## config.mk

```make
export PLATFORM = sky130hd
export DESIGN_NAME = push_relabel_max_flow_unit
export DESIGN_NICKNAME = d
export VERILOG_FILES = /design/src/prmf_pkg.sv /design/src/prmf_datapath.sv /design/src/prmf_ctrl.sv /design/src/push_relabel_max_flow_unit.sv
export SDC_FILE = /design/constraint.sdc
export NUM_CORES = 2
export LEC_CHECK = 0
export ABC_AREA = 1
export ABC_CLOCK_PERIOD_IN_PS = 13900
export BUFFER_PORTS_ARGS = -buffer_cell sky130_fd_sc_hd__buf_2
export CORE_ASPECT_RATIO = 1.25
export CORE_MARGIN = 5
export CORE_UTILIZATION = 30
export CTS_CLUSTER_DIAMETER = 200
export DETAILED_ROUTE_END_ITERATION = 16
export PLACE_DENSITY = 0.46
export SETUP_SLACK_MARGIN = 0.3
export SLEW_MARGIN = 20
export SYNTH_ARGS = -nofsm -noshare
export SYNTH_HDL_FRONTEND = slang
export SYNTH_SLANG_ARGS = --single-unit
```

## constraint.sdc

```tcl
create_clock -name clk -period 13.9 [get_ports clk]
set_input_delay 0 -clock clk [delete_from_list [all_inputs] [get_ports clk]]
set_output_delay 0 -clock clk [all_outputs]
set_load 0.01 [all_outputs]
```

## src/prmf_pkg.sv

```systemverilog
// shared types and constants for the push-relabel max flow unit
// no dependencies
`default_nettype none
package prmf_pkg;
  localparam int NODES = 8;
  localparam int CAP_BITS = 16;
  localparam int NB = $clog2(NODES);
  localparam int CELLS = NODES * NODES;
  localparam int CB = $clog2(CELLS);
  localparam int FW = CAP_BITS + 2;
  localparam int EW = CAP_BITS + NB + 2;
  localparam int HW = NB + 3;
  localparam int OUT_W = 19;
  localparam logic CFG_SOURCE = 1'b0;
  localparam logic CFG_SINK = 1'b1;

  typedef enum logic [3:0] {
    ST_LOAD, ST_CLR, ST_PRE, ST_PASS, ST_VIS, ST_EDGE, ST_LIFT, ST_SUM, ST_DONE, ST_WIPE
  } state_t;

  typedef struct packed {
    logic clr_node;
    logic pre_edge;
    logic pass_start;
    logic push_edge;
    logic lift_scan;
    logic lift_apply;
    logic sum_edge;
    logic wipe_cell;
    logic src_row;
    logic [NB-1:0] u;
    logic [NB-1:0] v;
  } cmd_t;

  typedef struct packed {
    logic active;
    logic pass_act;
  } stat_t;
endpackage
`default_nettype wire

```

## src/prmf_datapath.sv

```systemverilog
// datapath: capacity, flow, excess and height stores, push, lift and sum logic
// depends on prmf_pkg
`default_nettype none
module prmf_datapath (
  input  wire logic                    clk,
  input  wire logic                    rst_n,
  input  wire logic                    ld_we,
  input  wire logic [prmf_pkg::NB-1:0] ld_row,
  input  wire logic [prmf_pkg::NB-1:0] ld_col,
  input  wire logic [prmf_pkg::CAP_BITS-1:0] ld_val,
  input  wire logic [prmf_pkg::NB-1:0] src,
  input  wire logic [prmf_pkg::NB-1:0] snk,
  input  wire prmf_pkg::cmd_t          cmd,
  output prmf_pkg::stat_t              stat,
  output logic [prmf_pkg::OUT_W-1:0]   total
);
  import prmf_pkg::*;

  logic [CAP_BITS-1:0] cap_r [CELLS];
  logic signed [FW-1:0] flow_r [CELLS];
  logic signed [EW-1:0] exc_r [NODES];
  logic [HW-1:0] hgt_r [NODES];
  logic [CAP_BITS-1:0] cap_rd_r;
  logic signed [FW-1:0] flow_rd_r;
  logic pass_r, found_r;
  logic [HW-1:0] low_r;
  logic signed [EW+NB:0] sum_r;

  logic [CB-1:0] uv, vu, rd_a;
  logic signed [FW:0] res;
  logic signed [EW-1:0] send;
  logic signed [FW-1:0] fnew;
  logic adm;

  assign uv = {cmd.u, cmd.v};
  assign vu = {cmd.v, cmd.u};
  assign rd_a = cmd.src_row ? {src, cmd.v} : uv;
  assign res = (cmd.u == cmd.v) ? (FW+1)'(0) :
    (FW+1)'($signed({1'b0, cap_rd_r})) - (FW+1)'(flow_rd_r);
  assign adm = (res > 0) && (hgt_r[cmd.u] > hgt_r[cmd.v]);
  assign send = (exc_r[cmd.u] < EW'(res)) ? exc_r[cmd.u] : EW'(res);
  assign fnew = flow_rd_r + FW'(send);

  assign stat.active = (cmd.u != src) && (cmd.u != snk) && (exc_r[cmd.u] > 0);
  assign stat.pass_act = pass_r;
  assign total = (sum_r < 0) ? '0 : OUT_W'(sum_r);

  always_ff @(posedge clk) begin
    if (!rst_n) begin
      pass_r <= 1'b0;
      found_r <= 1'b0;
    end else begin
      if (cmd.pass_start) pass_r <= 1'b0;
      if (cmd.clr_node) begin
        found_r <= 1'b0;
        sum_r <= '0;
      end
      if (cmd.push_edge && adm) pass_r <= 1'b1;
      if (cmd.lift_scan && res > 0) begin
        if (!found_r || hgt_r[cmd.v] < low_r) low_r <= hgt_r[cmd.v];
        found_r <= 1'b1;
      end
      if (cmd.lift_apply) begin
        pass_r <= 1'b1;
        found_r <= 1'b0;
      end
      if (cmd.pre_edge) begin
        found_r <= 1'b0;
      end
      if (cmd.sum_edge && cmd.v != src)
        sum_r <= sum_r + (EW+NB+1)'(flow_rd_r);
    end
  end

  always_ff @(posedge clk) begin
    cap_rd_r <= cap_r[rd_a];
    flow_rd_r <= flow_r[rd_a];
    if (ld_we) cap_r[{ld_row, ld_col}] <= ld_val;
    if (cmd.wipe_cell) cap_r[uv] <= '0;
    if (cmd.clr_node) begin
      exc_r[cmd.u] <= '0;
      hgt_r[cmd.u] <= (cmd.u == src) ? HW'(NODES) : '0;
    end
    if (cmd.clr_node || cmd.wipe_cell) begin
      flow_r[uv] <= '0;
      flow_r[vu] <= '0;
    end
    if (cmd.pre_edge && cmd.v != src) begin
      flow_r[{src, cmd.v}] <= FW'(cap_rd_r);
      flow_r[{cmd.v, src}] <= -FW'(cap_rd_r);
      exc_r[cmd.v] <= EW'(cap_rd_r);
    end
    if (cmd.push_edge && adm) begin
      flow_r[uv] <= fnew;
      flow_r[vu] <= -fnew;
      exc_r[cmd.u] <= exc_r[cmd.u] - send;
      exc_r[cmd.v] <= exc_r[cmd.v] + send;
    end
    if (cmd.lift_apply && found_r) hgt_r[cmd.u] <= low_r + 1'b1;
  end
endmodule
`default_nettype wire

```

## src/prmf_ctrl.sv

```systemverilog
// controller state machine sequencing clear, preflow, passes, lift, sum and wipe
// depends on prmf_pkg
`default_nettype none
module prmf_ctrl (
  input  wire logic           clk,
  input  wire logic           rst_n,
  input  wire logic           go,
  input  wire prmf_pkg::stat_t stat,
  output prmf_pkg::cmd_t      cmd,
  output logic                busy,
  output logic                done
);
  import prmf_pkg::*;

  state_t st_r, st_nxt;
  logic [CB:0] i_r, i_nxt;
  logic [NB-1:0] u_r, u_nxt;
  logic ph_r, ph_nxt;
  logic [NB-1:0] iu, iv;

  assign iu = i_r[CB-1:NB];
  assign iv = i_r[NB-1:0];

  always_ff @(posedge clk) begin
    if (!rst_n) begin
      st_r <= ST_WIPE;
      i_r <= '0;
      u_r <= '0;
      ph_r <= 1'b0;
    end else begin
      st_r <= st_nxt;
      i_r <= i_nxt;
      u_r <= u_nxt;
      ph_r <= ph_nxt;
    end
  end

  always_comb begin
    st_nxt = st_r;
    i_nxt = i_r;
    u_nxt = u_r;
    ph_nxt = ph_r;
    cmd = '0;
    busy = (st_r != ST_LOAD);
    done = 1'b0;
    case (st_r)
      ST_LOAD: begin
        i_nxt = '0;
        if (go) st_nxt = ST_CLR;
      end
      ST_CLR: begin
        cmd.clr_node = 1'b1;
        cmd.u = iu;
        cmd.v = iv;
        i_nxt = i_r + 1'b1;
        if (i_r == (CB+1)'(CELLS - 1)) begin
          i_nxt = '0;
          st_nxt = ST_PRE;
        end
      end
      ST_PRE: begin
        cmd.src_row = 1'b1;
        cmd.v = iv;
        if (!ph_r) ph_nxt = 1'b1;
        else begin
          cmd.pre_edge = 1'b1;
          ph_nxt = 1'b0;
          i_nxt = i_r + 1'b1;
          if (iv == NB'(NODES - 1)) st_nxt = ST_PASS;
        end
      end
      ST_PASS: begin
        cmd.pass_start = 1'b1;
        u_nxt = '0;
        st_nxt = ST_VIS;
      end
      ST_VIS: begin
        cmd.u = u_r;
        i_nxt = '0;
        if (stat.active) st_nxt = ST_EDGE;
        else if (u_r == NB'(NODES - 1)) st_nxt = stat.pass_act ? ST_PASS : ST_SUM;
        else u_nxt = u_r + 1'b1;
      end
      ST_EDGE: begin
        cmd.u = u_r;
        cmd.v = iv;
        if (!ph_r) ph_nxt = 1'b1;
        else begin
          cmd.push_edge = 1'b1;
          ph_nxt = 1'b0;
          i_nxt = i_r + 1'b1;
          if (iv == NB'(NODES - 1)) begin
            i_nxt = '0;
            st_nxt = ST_LIFT;
          end
        end
      end
      ST_LIFT: begin
        cmd.u = u_r;
        cmd.v = iv;
        if (stat.pass_act) begin
          i_nxt = '0;
          if (u_r == NB'(NODES - 1)) st_nxt = ST_PASS;
          else begin
            u_nxt = u_r + 1'b1;
            st_nxt = ST_VIS;
          end
        end else if (i_r == (CB+1)'(NODES)) begin
          cmd.lift_apply = 1'b1;
          i_nxt = '0;
          if (u_r == NB'(NODES - 1)) st_nxt = ST_PASS;
          else begin
            u_nxt = u_r + 1'b1;
            st_nxt = ST_VIS;
          end
        end else if (!ph_r) ph_nxt = 1'b1;
        else begin
          cmd.lift_scan = 1'b1;
          ph_nxt = 1'b0;
          i_nxt = i_r + 1'b1;
        end
      end
      ST_SUM: begin
        cmd.src_row = 1'b1;
        cmd.v = iv;
        if (!ph_r) ph_nxt = 1'b1;
        else begin
          cmd.sum_edge = 1'b1;
          ph_nxt = 1'b0;
          i_nxt = i_r + 1'b1;
          if (iv == NB'(NODES - 1)) st_nxt = ST_DONE;
        end
      end
      ST_DONE: begin
        done = 1'b1;
        i_nxt = '0;
        st_nxt = ST_WIPE;
      end
      ST_WIPE: begin
        cmd.wipe_cell = 1'b1;
        cmd.u = iu;
        cmd.v = iv;
        i_nxt = i_r + 1'b1;
        if (i_r == (CB+1)'(CELLS - 1)) st_nxt = ST_LOAD;
      end
      default: st_nxt = ST_LOAD;
    endcase
  end

  assert property (@(posedge clk) disable iff (!rst_n) done |=> st_r == ST_WIPE)
    else $error("wipe must follow result");
  assert property (@(posedge clk) disable iff (!rst_n) go && !busy |=> busy)
    else $error("start not taken");
  assert property (@(posedge clk) disable iff (!rst_n) cmd.lift_apply |-> !stat.pass_act)
    else $error("lift after activity");
endmodule
`default_nettype wire

```

## src/push_relabel_max_flow_unit.sv

```systemverilog
// top level of the push-relabel max flow unit
// depends on prmf_pkg, prmf_ctrl and prmf_datapath
// entries load one per cycle while busy is low; the last one starts clear, preflow,
// passes and sum with busy high, then out_valid is high for a single cycle, then a wipe
// a pass visits each vertex; an active one tries pushes, then relabels if the pass is idle
// sync active-low reset runs a capacity clear with busy high; no output stall
`default_nettype none
module push_relabel_max_flow_unit (
  input  wire logic        clk,
  input  wire logic        rst_n,
  input  wire logic        start,
  output logic             busy,
  input  wire logic [2:0]  in_from_node,
  input  wire logic [2:0]  in_to_node,
  input  wire logic [15:0] in_capacity_value,
  input  wire logic        in_last_entry,
  output logic             out_valid,
  output logic [18:0]      out_total_flow,
  input  wire logic        cfg_we,
  input  wire logic        cfg_index,
  input  wire logic [2:0]  cfg_data
);
  import prmf_pkg::*;

  logic [NB-1:0] src_r, snk_r;
  cmd_t cmd;
  stat_t stat;
  logic done, acc;
  logic [OUT_W-1:0] total;

  assign acc = start && !busy;

  always_ff @(posedge clk) begin
    if (!rst_n) begin
      src_r <= '0;
      snk_r <= NB'(7);
    end else if (cfg_we) begin
      case (cfg_index)
        CFG_SOURCE: src_r <= cfg_data;
        CFG_SINK: snk_r <= cfg_data;
        default: ;
      endcase
    end
  end

  prmf_ctrl u_ctrl (
    .clk(clk), .rst_n(rst_n), .go(acc && in_last_entry), .stat(stat),
    .cmd(cmd), .busy(busy), .done(done)
  );

  prmf_datapath u_dp (
    .clk(clk), .rst_n(rst_n), .ld_we(acc), .ld_row(in_from_node),
    .ld_col(in_to_node), .ld_val(in_capacity_value), .src(src_r), .snk(snk_r),
    .cmd(cmd), .stat(stat), .total(total)
  );

  assign out_valid = done;
  assign out_total_flow = total;
endmodule
`default_nettype wire
```

==> flow_summary.ini <==
[worst_setup_path]
max_stage_delay_ps = 680
crit_path_max_fanout = 56
worstRegToRegCells = 34
critPathRequiredTime_ps = 14550
crit_type = reg2reg
crit_path_frequent_cell = nand2_1
endpoint = u_dp.flow_r[47][16]
setup.worst_path.start = u_ctrl.st_r[0]
worstPathArrival_ps = 10630
start_kind = flop
reg2reg_slack_ps = 3920
r2r-end = u_dp.flow_r[47][16]
worstSetupEndpointType = flop
crit_path_top_delay_cell = o21ai_1
r2r-start = u_ctrl.st_r[0]

[run]
drv_cap = 0

[synthesis]
synth_compound_area_frac = 0.154
syn_nets = 11000
synth_area_um2 = 115000
yosysUniqueCellTypes = 70
synth-adder-area-share = 0.0157
synthCells = 10800
synth-xor-area-share = 0.00581
ys_ff_latch = 2453
synth_largest_area_cell = edfxtp_1
synth-edff-count = 2396
ys.flop_type = edfxtp_1
synth.most_common_cell = nand2_1
avgSynthCellArea_um2 = 10.6
yosys.area_share.simple = 0.137
yosysWarnings = 0
async_flop_share = 0
yosys-mux-area-fraction = 0.0000874
synth_top_area_frac = 0.628
synth_top_family_by_area = compound AO/OA/AOI/OAI gates
yosys-top-cells-count = nand2_1, edfxtp_1, o21ai_0
synth-seq-area-share = 0.638
synthTopCellsByArea = edfxtp_1, nand2_1, o21ai_0

[floorplanning]
start_util = 0.301
die_area_um2 = 394000
die_y_um = 701
num_rows = 253
core_um2 = 380000
die_w_um = 563
ios = 52

[place]
place_hpwl_um = 277000
pre_cts_slack_ps = 4210
dp_cells = 15500
place_congestion = 0.899
io_buffers = 51

[cts]
cts_buffers = 274
clockBufferDepth = 4
cts.sinks = 2453
clkLatencyLatePin_ps = 890
clk_pin_slew_worst_paths_ps = 60
cts_root_buf = clkbuf_16
ctsResizeCount = 0
htreeDepth = 5
cts_tree = yes

[final_layout]
drive_gt1_frac = 0.0961
regArea_um2 = 73100
finish.utilization = 0.342
fin_nets = 10800
fillers = 37800
syn2layout_area_growth_pct = 13.5
multiInputGateArea_um2 = 36700
final_cells = 16000

[route]
detail-route-antenna-nets = 0
drtIter0Drc = 10500
routed_wl_um = 467000
num_vias = 88400
wl_per_cell_um = 29.2
first_pass_iters = 7
drc = 0
viasPerCell = 5.53

[grt]
grt-ovfl-total = 0
grt_max_degree = 109
grt_pass1_vias = 85100
grt_pass1_wl_um = 654000
grt_usage = 0.227
antenna_found_initial = 23

[power]
leakagePower_nw = 41.8
power_density_nw_per_um2 = 189
ir_drop_uv = 231
p_total_w = 0.0245

[timing]
fmax_mhz = 100
fin_skew_ps = 76.6
max-slew-margin-rel = 0.199
setup_ws_ps = 3920
setup_tns_ps = 0
worst_pin_slew_ps = 1190
fin_crit_ps = 9980
finalSetupViolCount = 0
hold_viol = 0
period_share = 0.718
slew_viol_final = 0
rsz0062_at_grt = no

[status]
status = complete, no violations

[min_path]
hold_class = in2reg
[kinds of logic after synthesis]
kind of cell / count (synthesis)
AO/OA/AOI/OAI: 2883
XOR/XNOR: 76
adder cells (fa/ha/maj): 141
buffers and inverters: 1420
flip-flops: 2453
multiplexers: 1
AND/OR/NAND/NOR: 3848
[critical path: cells and delay by family (launching register included)]
kind / cells / cell delay (ps)
adder cells (fa/ha/maj): 3 / 990
XOR/XNOR: 2 / 640
AND/OR/NAND/NOR: 15 / 2870
AO/OA/AOI/OAI: 8 / 2770
buffers and inverters: 6 / 1870
flip-flops: 1 / 580
[worst min path at each step]
stage / startpoint / end / slack [ps] / cells after the start
after detailed placement: cfg_data[2] / snk_r[2] / 320 / 3
after CTS: cfg_we / snk_r[2] / 100 / 5
final: cfg_we / snk_r[2] / 140 / 5
after global placement: cfg_data[2] / snk_r[2] / 300 / 3
after floorplan: cfg_data[1] / snk_r[1] / 110 / 2
after global routing: rst_n / u_ctrl.st_r[1] / 140 / 4
[area by class of cell]
cell class                 count  share of cell area
antenna                        7            0.000135
clock buffer                 364              0.0574
clock inverter               121             0.00803
inverter                     592              0.0173
multi-input combinational   6949               0.282
sequential                  2453               0.562
tap                         5100              0.0491
timing repair buffer         400              0.0239
[metal layers]
layer  GRT usage  wire length, um
met2       0.378           221000
met5           0               76
met1       0.300           191000
met3      0.0310            34700
met4      0.0898            20900
[where the power goes]
group	total (W)	internal [W]	switching, W
Clock	0.00715	0.00407	0.00309
Combinational	0.00836	0.00228	0.00608
Sequential	0.00901	0.00871	0.000299
[state kept, by name (all words and copies together) (netlist names)]
signal and cells:
snk_r 3, src_r 3, u_ctrl.i_r 7, u_ctrl.ph_r 1, u_ctrl.st_r 4, u_ctrl.u_r 3
u_dp.cap_r 1024, u_dp.cap_rd_r 16, u_dp.exc_r 168, u_dp.flow_r 1125, u_dp.flow_rd_r 18, u_dp.found_r 1
u_dp.hgt_r 48, u_dp.low_r 6, u_dp.pass_r 1, u_dp.sum_r 25
[through the flow]
stage | hold WS [ps] | area (um2)
after floorplan | 113 | 115000
after global placement | 302 | 121000
after detailed placement | 324 | 121000
after CTS | 96.5 | 130000
after global routing | 141 | 130000
final | 144 | 130000
[cell usage in the layout (no fill, tap or decap), types with 110 or more instances in the layout]
cell and count:
clkbuf_16 282, a221oi_1 178, o21ai_1 256, nand3_1 414
nand2_1 2560, a211oi_1 138, nor2_1 514, ha_1 136
o21ai_0 1030, buf_4 303, a21oi_1 465, a31oi_1 110
edfxtp_1 2396, a22o_1 202, o22ai_1 188, inv_1 510
[repair_timing]
action,4_1_cts,5_1_grt
setup endpoints to repair,0,0
hold buffers,33,0
hold endpoints to repair,869,0
buffers inserted,0,0
Note: power is estimated with default switching activity, not from simulation.
